--- src/sv/pn3_pkg.sv ---
package pn3_pkg;

  localparam int FracBitsDefault = 16;
  localparam int IntBits = 8;
  localparam int CoordW = 24;
  localparam int OutW = 17;

  typedef logic [7:0] perm_t;

  function automatic perm_t perm_rom(input logic [7:0] idx);
    perm_t r;
    unique case (idx)
      8'd0: r = 8'd151; 8'd1: r = 8'd160; 8'd2: r = 8'd137; 8'd3: r = 8'd91;
      8'd4: r = 8'd90; 8'd5: r = 8'd15; 8'd6: r = 8'd131; 8'd7: r = 8'd13;
      8'd8: r = 8'd201; 8'd9: r = 8'd95; 8'd10: r = 8'd96; 8'd11: r = 8'd53;
      8'd12: r = 8'd194; 8'd13: r = 8'd233; 8'd14: r = 8'd7; 8'd15: r = 8'd225;
      8'd16: r = 8'd140; 8'd17: r = 8'd36; 8'd18: r = 8'd103; 8'd19: r = 8'd30;
      8'd20: r = 8'd69; 8'd21: r = 8'd142; 8'd22: r = 8'd8; 8'd23: r = 8'd99;
      8'd24: r = 8'd37; 8'd25: r = 8'd240; 8'd26: r = 8'd21; 8'd27: r = 8'd10;
      8'd28: r = 8'd23; 8'd29: r = 8'd190; 8'd30: r = 8'd6; 8'd31: r = 8'd148;
      8'd32: r = 8'd247; 8'd33: r = 8'd120; 8'd34: r = 8'd234; 8'd35: r = 8'd75;
      8'd36: r = 8'd0; 8'd37: r = 8'd26; 8'd38: r = 8'd197; 8'd39: r = 8'd62;
      8'd40: r = 8'd94; 8'd41: r = 8'd252; 8'd42: r = 8'd219; 8'd43: r = 8'd203;
      8'd44: r = 8'd117; 8'd45: r = 8'd35; 8'd46: r = 8'd11; 8'd47: r = 8'd32;
      8'd48: r = 8'd57; 8'd49: r = 8'd177; 8'd50: r = 8'd33; 8'd51: r = 8'd88;
      8'd52: r = 8'd237; 8'd53: r = 8'd149; 8'd54: r = 8'd56; 8'd55: r = 8'd87;
      8'd56: r = 8'd174; 8'd57: r = 8'd20; 8'd58: r = 8'd125; 8'd59: r = 8'd136;
      8'd60: r = 8'd171; 8'd61: r = 8'd168; 8'd62: r = 8'd68; 8'd63: r = 8'd175;
      8'd64: r = 8'd74; 8'd65: r = 8'd165; 8'd66: r = 8'd71; 8'd67: r = 8'd134;
      8'd68: r = 8'd139; 8'd69: r = 8'd48; 8'd70: r = 8'd27; 8'd71: r = 8'd166;
      8'd72: r = 8'd77; 8'd73: r = 8'd146; 8'd74: r = 8'd158; 8'd75: r = 8'd231;
      8'd76: r = 8'd83; 8'd77: r = 8'd111; 8'd78: r = 8'd229; 8'd79: r = 8'd122;
      8'd80: r = 8'd60; 8'd81: r = 8'd211; 8'd82: r = 8'd133; 8'd83: r = 8'd230;
      8'd84: r = 8'd220; 8'd85: r = 8'd105; 8'd86: r = 8'd92; 8'd87: r = 8'd41;
      8'd88: r = 8'd55; 8'd89: r = 8'd46; 8'd90: r = 8'd245; 8'd91: r = 8'd40;
      8'd92: r = 8'd244; 8'd93: r = 8'd102; 8'd94: r = 8'd143; 8'd95: r = 8'd54;
      8'd96: r = 8'd65; 8'd97: r = 8'd25; 8'd98: r = 8'd63; 8'd99: r = 8'd161;
      8'd100: r = 8'd1; 8'd101: r = 8'd216; 8'd102: r = 8'd80; 8'd103: r = 8'd73;
      8'd104: r = 8'd209; 8'd105: r = 8'd76; 8'd106: r = 8'd132; 8'd107: r = 8'd187;
      8'd108: r = 8'd208; 8'd109: r = 8'd89; 8'd110: r = 8'd18; 8'd111: r = 8'd169;
      8'd112: r = 8'd200; 8'd113: r = 8'd196; 8'd114: r = 8'd135; 8'd115: r = 8'd130;
      8'd116: r = 8'd116; 8'd117: r = 8'd188; 8'd118: r = 8'd159; 8'd119: r = 8'd86;
      8'd120: r = 8'd164; 8'd121: r = 8'd100; 8'd122: r = 8'd109; 8'd123: r = 8'd198;
      8'd124: r = 8'd173; 8'd125: r = 8'd186; 8'd126: r = 8'd3; 8'd127: r = 8'd64;
      8'd128: r = 8'd52; 8'd129: r = 8'd217; 8'd130: r = 8'd226; 8'd131: r = 8'd250;
      8'd132: r = 8'd124; 8'd133: r = 8'd123; 8'd134: r = 8'd5; 8'd135: r = 8'd202;
      8'd136: r = 8'd38; 8'd137: r = 8'd147; 8'd138: r = 8'd118; 8'd139: r = 8'd126;
      8'd140: r = 8'd255; 8'd141: r = 8'd82; 8'd142: r = 8'd85; 8'd143: r = 8'd212;
      8'd144: r = 8'd207; 8'd145: r = 8'd206; 8'd146: r = 8'd59; 8'd147: r = 8'd227;
      8'd148: r = 8'd47; 8'd149: r = 8'd16; 8'd150: r = 8'd58; 8'd151: r = 8'd17;
      8'd152: r = 8'd182; 8'd153: r = 8'd189; 8'd154: r = 8'd28; 8'd155: r = 8'd42;
      8'd156: r = 8'd223; 8'd157: r = 8'd183; 8'd158: r = 8'd170; 8'd159: r = 8'd213;
      8'd160: r = 8'd119; 8'd161: r = 8'd248; 8'd162: r = 8'd152; 8'd163: r = 8'd2;
      8'd164: r = 8'd44; 8'd165: r = 8'd154; 8'd166: r = 8'd163; 8'd167: r = 8'd70;
      8'd168: r = 8'd221; 8'd169: r = 8'd153; 8'd170: r = 8'd101; 8'd171: r = 8'd155;
      8'd172: r = 8'd167; 8'd173: r = 8'd43; 8'd174: r = 8'd172; 8'd175: r = 8'd9;
      8'd176: r = 8'd129; 8'd177: r = 8'd22; 8'd178: r = 8'd39; 8'd179: r = 8'd253;
      8'd180: r = 8'd19; 8'd181: r = 8'd98; 8'd182: r = 8'd108; 8'd183: r = 8'd110;
      8'd184: r = 8'd79; 8'd185: r = 8'd113; 8'd186: r = 8'd224; 8'd187: r = 8'd232;
      8'd188: r = 8'd178; 8'd189: r = 8'd185; 8'd190: r = 8'd112; 8'd191: r = 8'd104;
      8'd192: r = 8'd218; 8'd193: r = 8'd246; 8'd194: r = 8'd97; 8'd195: r = 8'd228;
      8'd196: r = 8'd251; 8'd197: r = 8'd34; 8'd198: r = 8'd242; 8'd199: r = 8'd193;
      8'd200: r = 8'd238; 8'd201: r = 8'd210; 8'd202: r = 8'd144; 8'd203: r = 8'd12;
      8'd204: r = 8'd191; 8'd205: r = 8'd179; 8'd206: r = 8'd162; 8'd207: r = 8'd241;
      8'd208: r = 8'd81; 8'd209: r = 8'd51; 8'd210: r = 8'd145; 8'd211: r = 8'd235;
      8'd212: r = 8'd249; 8'd213: r = 8'd14; 8'd214: r = 8'd239; 8'd215: r = 8'd107;
      8'd216: r = 8'd49; 8'd217: r = 8'd192; 8'd218: r = 8'd214; 8'd219: r = 8'd31;
      8'd220: r = 8'd181; 8'd221: r = 8'd199; 8'd222: r = 8'd106; 8'd223: r = 8'd157;
      8'd224: r = 8'd184; 8'd225: r = 8'd84; 8'd226: r = 8'd204; 8'd227: r = 8'd176;
      8'd228: r = 8'd115; 8'd229: r = 8'd121; 8'd230: r = 8'd50; 8'd231: r = 8'd45;
      8'd232: r = 8'd127; 8'd233: r = 8'd4; 8'd234: r = 8'd150; 8'd235: r = 8'd254;
      8'd236: r = 8'd138; 8'd237: r = 8'd236; 8'd238: r = 8'd205; 8'd239: r = 8'd93;
      8'd240: r = 8'd222; 8'd241: r = 8'd114; 8'd242: r = 8'd67; 8'd243: r = 8'd29;
      8'd244: r = 8'd24; 8'd245: r = 8'd72; 8'd246: r = 8'd243; 8'd247: r = 8'd141;
      8'd248: r = 8'd128; 8'd249: r = 8'd195; 8'd250: r = 8'd78; 8'd251: r = 8'd66;
      8'd252: r = 8'd215; 8'd253: r = 8'd61; 8'd254: r = 8'd156; 8'd255: r = 8'd180;
      default: r = 8'd0;
    endcase
    return r;
  endfunction

endpackage

--- src/sv/pn3_fade.sv ---
// Quintic fade 6t^5-15t^4+10t^3, four multiplies over three register stages,
// advances on en.
module pn3_fade #(
  parameter int FRAC_BITS = pn3_pkg::FracBitsDefault
) (
  input  logic                 clk,
  input  logic                 en,
  input  logic [FRAC_BITS-1:0] t,
  output logic [FRAC_BITS:0]   f
);
  localparam int W = FRAC_BITS + 6;
  localparam int PW = 2 * W;
  localparam logic signed [PW-1:0] Half = PW'(1) <<< (FRAC_BITS - 1);
  localparam logic signed [W-1:0] One = W'(1) <<< FRAC_BITS;
  localparam logic signed [W-1:0] Ten = W'(10) <<< FRAC_BITS;

  logic signed [W-1:0] t0, t1, tt1, inner1, t2r, inner2, t3r, inner3;
  logic signed [PW-1:0] p_inner, p_t2, p_t3, p_f;
  logic signed [W-1:0] q_f;

  always_comb begin
    t0 = W'(t);
    p_inner = PW'(t0) * PW'(6 * t0 - 15 * One) + Half;
    p_t2 = PW'(t0) * PW'(t0) + Half;
  end

  // t*t and the inner polynomial
  always_ff @(posedge clk) begin
    if (en) begin
      t1 <= t0;
      inner1 <= W'(p_inner >>> FRAC_BITS) + Ten;
      t2r <= W'(p_t2 >>> FRAC_BITS);
    end
  end

  assign p_t3 = PW'(t2r) * PW'(t1) + Half;

  always_ff @(posedge clk) begin
    if (en) begin
      t3r <= W'(p_t3 >>> FRAC_BITS);
      inner2 <= inner1;
    end
  end

  assign tt1 = t3r;
  assign p_f = PW'(tt1) * PW'(inner2) + Half;
  assign q_f = W'(p_f >>> FRAC_BITS);

  always_ff @(posedge clk) begin
    if (en) begin
      inner3 <= q_f;
    end
  end

  always_comb begin
    if (inner3 < 0) f = '0;
    else if (inner3 > One) f = (FRAC_BITS+1)'(One);
    else f = inner3[FRAC_BITS:0];
  end
endmodule

--- config.mk ---
export PLATFORM = sky130hd
export DESIGN_NAME = pn3_fade
export DESIGN_NICKNAME = d
export VERILOG_FILES = /design/src/sv/pn3_pkg.sv /design/src/sv/pn3_fade.sv
export SDC_FILE = /design/constraint.sdc
export NUM_CORES = 2
export LEC_CHECK = 0
export BUFFER_PORTS_ARGS = -buffer_cell sky130_fd_sc_hd__buf_2
export CORE_MARGIN = 1
export CORE_UTILIZATION = 50
export CTS_BUF_LIST = sky130_fd_sc_hd__clkbuf_8 sky130_fd_sc_hd__clkbuf_16
export CTS_CLUSTER_DIAMETER = 100
export DETAILED_ROUTE_END_ITERATION = 12
export PLACE_DENSITY = 0.65
export SETUP_SLACK_MARGIN = 0.3
export SLEW_MARGIN = 20
export SYNTH_ARGS = -nofsm -noshare
export SYNTH_HDL_FRONTEND = slang
export SYNTH_SLANG_ARGS = --single-unit
--- constraint.sdc ---
create_clock -name clk -period 13.7 [get_ports clk]
set_input_delay 2.055 -clock clk [delete_from_list [all_inputs] [get_ports clk]]
set_output_delay 2.055 -clock clk [all_outputs]
set_load 0.01 [all_outputs]
Word-level counts from Yosys, hierarchy flattened
Cells that the tools add are included.
{ "op_classes": {"addsub": 6, "multipliers": 5, "magnitude_cmp": 2, "mux": 2} }
{ "op_table": {"columns": ["op", "n"], "rows": [
  ["$add A38 B17 Y38 const B", 3],
  ["$mul A17 B21 Y38", 1],
  ["$mul A22 B22 Y38", 1],
  ["$mux W17", 2],
  ["$add A32 B16 Y33 const B", 1],
  ["$mul A17 B16 Y33", 1],
  ["$mul A16 B16 Y32", 1],
  ["$add A22 B21 Y22 const B", 1],
  ["$gt A22 B18 Y1 const B", 1],
  ["$lt A22 B1 Y1 const B", 1],
  ["$sub A19 B20 Y21 const B", 1],
  ["$mul A2 B16 Y18 const A", 1]
]} }
{ "word_totals": {"reg_bits": 121, "in_bits": 18, "out_inout_bits": 17} }

Logic depth before layout (Yosys ltp)
{ "depth": {"depth_word": 5, "depth_mapped": 45, "ltp_nobuf": 44} }

Worst setup path after synthesis
No wires, ideal clock.
{ "synth_path": {"path_kind": "input to register", "start": "input t[1]", "end": "register inner1[21] (data pin)", "setup_time_ps": 272, "arrival_ps": 11505, "required_time_ps": 13428, "path_slack_ps": 1923, "stages": 41, "path_buffers": 3, "path_cell_list": "clkbuf_1 clkinv_1 fa_1 nor2b_1 o21ai_1 a21oi_1 o21ai_1 a21oi_1 o2111ai_1 and3_1 o31ai_1 xnor2_1 inv_2 buf_2 ha_1 o311ai_1 buf_2 nand2_1 (+5 left out) fa_1 inv_1 fa_1 inv_1 ha_1 a21o_1 a21o_1 a21o_1 a22oi_1 and2_1 o21ai_1 and3_1 nor2_1 xnor2_1 ha_1 nor4_1 mux2i_1 a211oi_1"} }
{ "synth_between": {"elab_chain_cells": 5} }
{ "synth_lines": {"columns": ["element", "line", "text"], "rows": [
  ["start, declared", "pn3_fade.sv:8", "input logic [FRAC_BITS-1:0] t,"],
  ["$mul A2 B16 Y18", "pn3_fade.sv:23", "p_inner = PW'(t0) * PW'(6 * t0 - 15 * One) + Half;"],
  ["$sub A19 B20 Y21", "pn3_fade.sv:23", null],
  ["$mul A17 B21 Y38 (*)", "pn3_fade.sv:23", null],
  ["$add A38 B17 Y38 (*)", "pn3_fade.sv:23", null],
  ["$add A22 B21 Y22 (*)", "pn3_fade.sv:31", "inner1 <= W'(p_inner >>> FRAC_BITS) + Ten;"],
  ["end signal, assigned", "pn3_fade.sv:31", null],
  ["end, declared", "pn3_fade.sv:17", "logic signed [W-1:0] t0, t1, tt1, inner1, t2r, inner2, t3r, inner3;"]
]} }
Mark *: on every way between the ends. The rest lies on a longest branch, timed or not.
A chain may end at the register's enable or synchronous reset.

Worst setup path after layout
{ "layout_path": {"start": "input t[2]", "end": "register inner1[21] (data pin)"} }
Same word-level chain as after synthesis.

==> metrics.md <==
| Metric | Value |
|---|---|
| CTS Sinks | between 100 and 150 |
| Die Wd | 301 µm |
| Reg2reg start | inner2[7] |
| Num CTS Buffers | 17 |
| Mapped cell area | 44800 µm² |
| Area of the core | approximately 89000 µm² |
| Synth Area in Compound Gates | under 10% |
| Adder and majority gate portion of the synthesized area | 59.2% |
| Yosys warns | 0 |
| Hold path depth | 0 |
| P&R area growth vs syn | 4.38% |
| Failing checks | DRC |
| Asr flop ratio synth | 0% |
| Clk_lat worst skew | 490 ps |
| Mux share of post-synthesis cell area | 0.137% |
| Critical Path Source Type | input port |
| MaxCap Viol Count | 0 |
| Fmax | 0.0783 GHz |
| Commonest cells post-synth | 1233 x inv_1, 1015 x fa_1, 665 x nand2_1 |
| Critical path's slowest cell | fa_1 |
| Worst Path Arrival | 12970 ps |
| Worst Clk Skew | 27.7 ps |
| Post-CTS Setup Bufs | 0 |
| Yosys top cell area share | 45.4% |
| Drt first pass iters | 9 |
| Proportion of layout cells with a drive suffix above 1 | 3.59% |
| Placed cells | about 6000 |
| Synth area leader | fa_1 |
| Endpoints failing setup | 0 |
| H-tree lvl count | 4 |
| Worst R2R Setup Slack | ~5600 ps |
| Initial antenna violation count | 1 |
| Unrepaired setup endpoints after global routing | no |
| DR iter-0 viols | between 2000 and 2500 |
| Yosys cell types | 82 |
| DRC | 16 |
| Worst Tran Pin Value | between 1000 and 1500 ps |
| Root buffer cell | clkbuf_16 |
| RD Place Congestion | 0.892 |
| Via density | 5.31 |
| Yosys reg bits | about 120 |
| Final Slew Violations | 0 |
| Port Buffers | 34 |
| Status | complete, but fails checks |
| Critical path's largest stage delay | between 500 and 600 ps |
| Net Count, Synth | 6337 |
| Via count | approximately 31000 |
| Die area | 90800 µm² |
| Clock transition at path regs | around 80 ps |
| WS Path Type | input port to flop |
| Row count | 109 |
| Post-synth EDFFs | 117 |
| First-pass GRT wire length | 181000 µm |
| Starting Density | 50.6% |
| Final min period | 12770 ps |
| Ports | 35 |
| Top post-synthesis cells by area | fa_1 45%, ha_1 14%, inv_1 10% |
| Worst min path class | flop to flop |
| Worst Path Required | around 14000 ps |
| Hold Startpoint | inner1[3] |
| Final worst-path cycle share | 93.2% |
| Simple-Gate Fraction of Synth Area | 14.5% |
| Non-Filler Instances | 5906 |
| Cts hold-fix bufs | 0 |
| Number of fill cells in the layout | 8058 |
| HPWL Detailed | about 86000 µm |
| CP most frequent cell | fa_1 |
| GRT Total Usage | 25.7% |
| GRT overflow | 0 |
| Worst min-delay path endpoint | inner2[3] |
| Most frequent cell after synthesis | inv_1 |
| Seq/Total Area, Yosys | between 7 and 8% |
| Vias in the first global route | 34300 |
| Largest family of logic cells by synthesized area | adder cells |
| Synth Instances | slightly below 5000 |
| Largest net degree at the start of global routing | 76 |
| Clock Tree Buf Depth | 2 |
| Post-Synth XOR/XNOR Area | 2.25% |
| Final #Nets | 6256 |
| FF-to-FF path depth | 24 |
| Rel. slew slack | 22.5% |
| Ys flop type | edfxtp_1 |
| RR Endpoint | inner3[20] |
| CTS tree | built |
| Critical-path maximum fanout | 17 |
| Final TNS setup | 0 ps |
| Antenna-violating nets left | 0 |
| Crit. End Element | flop |
| DR WL/cell | 18.5 µm |
| Final WL | 109000 µm |
| Mean Syn Cell Area | 9.32 µm² |
| DIE HEIGHT | between 300 and 400 µm |
| Hold Vio Cnt, Final | 0 |
metrics by stage:
step	util [%]	worst slack [ps]	area (µm²)	hold WS [ps]
after floorplan	-	1920	44800	400
final	52.8	932	46800	394
after CTS	52.8	1060	46700	405
after global placement	52.2	932	46200	401
after global routing	52.8	342	46800	404
after detailed placement	52.2	613	46200	405
worst max-delay path, delay by kind of cell:
kind / cells / cell delay (ps)
AOI/OAI and AO/OA: 15 / 3280
xor gates and xnor gates: 1 / 180
adders and majority gates: 10 / 4420
buffers and inverters: 10 / 1650
and+or+nand+nor: 7 / 1360
cell families after synthesis:
| family | count (synthesis) |
|---|---|
| buf+inv | 1436 |
| simple gates | 1359 |
| mux | 6 |
| xor+xnor | 115 |
| flops | 117 |
| compound gates | 264 |
| fa+ha+maj | 1511 |
cell usage in the layout, fill, tap and decap left out, drive strengths merged, types with 10 or more instances in the layout:
cell type and count:
clkinv 14, inv 1238, nand3 33, fa 1015, clkbuf 17, a211oi 14
xnor2 78, a21oi 71, ha 496, xor2 37, nor3 22, nor4 10
buf 95, nand4 20, nor2 146, edfxtp 117, o21a 11, nor2b 24
and3 18, and2 354, a21o 37, nand2b 32, o21ai 48, nand2 666
what timing repair did:
item | CTS | global route
endpoints found under the hold margin | 0 | 0
gates resized for setup | 0 | 1
setup endpoints to repair | 0 | 1
sequential cells by signal, indices dropped and copies added, names as in the netlist:
register / count
inner1: 22
inner2: 22
inner3: 22
t1: 16
t2r: 17
t3r: 18
how the worst max path moves through the flow:
stage,startpoint,cells after the start,slack (ps),endpoint
detailed placement,t[2],43,610,inner1[21]
finish,t[2],43,930,inner1[21]
floorplan,t[1],41,1920,inner1[21]
global route,t[2],43,340,inner1[21]
global placement,t[2],43,930,inner1[21]
CTS,t[2],43,1060,inner1[21]
layout make-up:
cell class	count	area, µm²	area share (%)
Inverter	1241	4660	9.96
Timing Repair Buffer	95	631	1.35
Sequential cell	117	3510	7.51
Antenna cell	1	2.50	0.00535
Multi-Input combinational cell	3255	35900	76.9
Clock buffer	17	425	0.910
Tap cell	1165	1460	3.12
Clock inverter	15	133	0.284
metal layers:
layer / vias up / global-route usage [%] / wire length [µm]
met5: - / 0 / 0
met4: 0 / 8.05 / 3270
met3: 190 / 3.45 / 7490
met2: 1094 / 43.0 / 52100
met1: 16000 / 34.6 / 46200
li1: 14100 / - / -
Power is left out: the tool's default activity adds up to more than one toggle a clock period on the data nets, which glitch-free logic cannot reach.
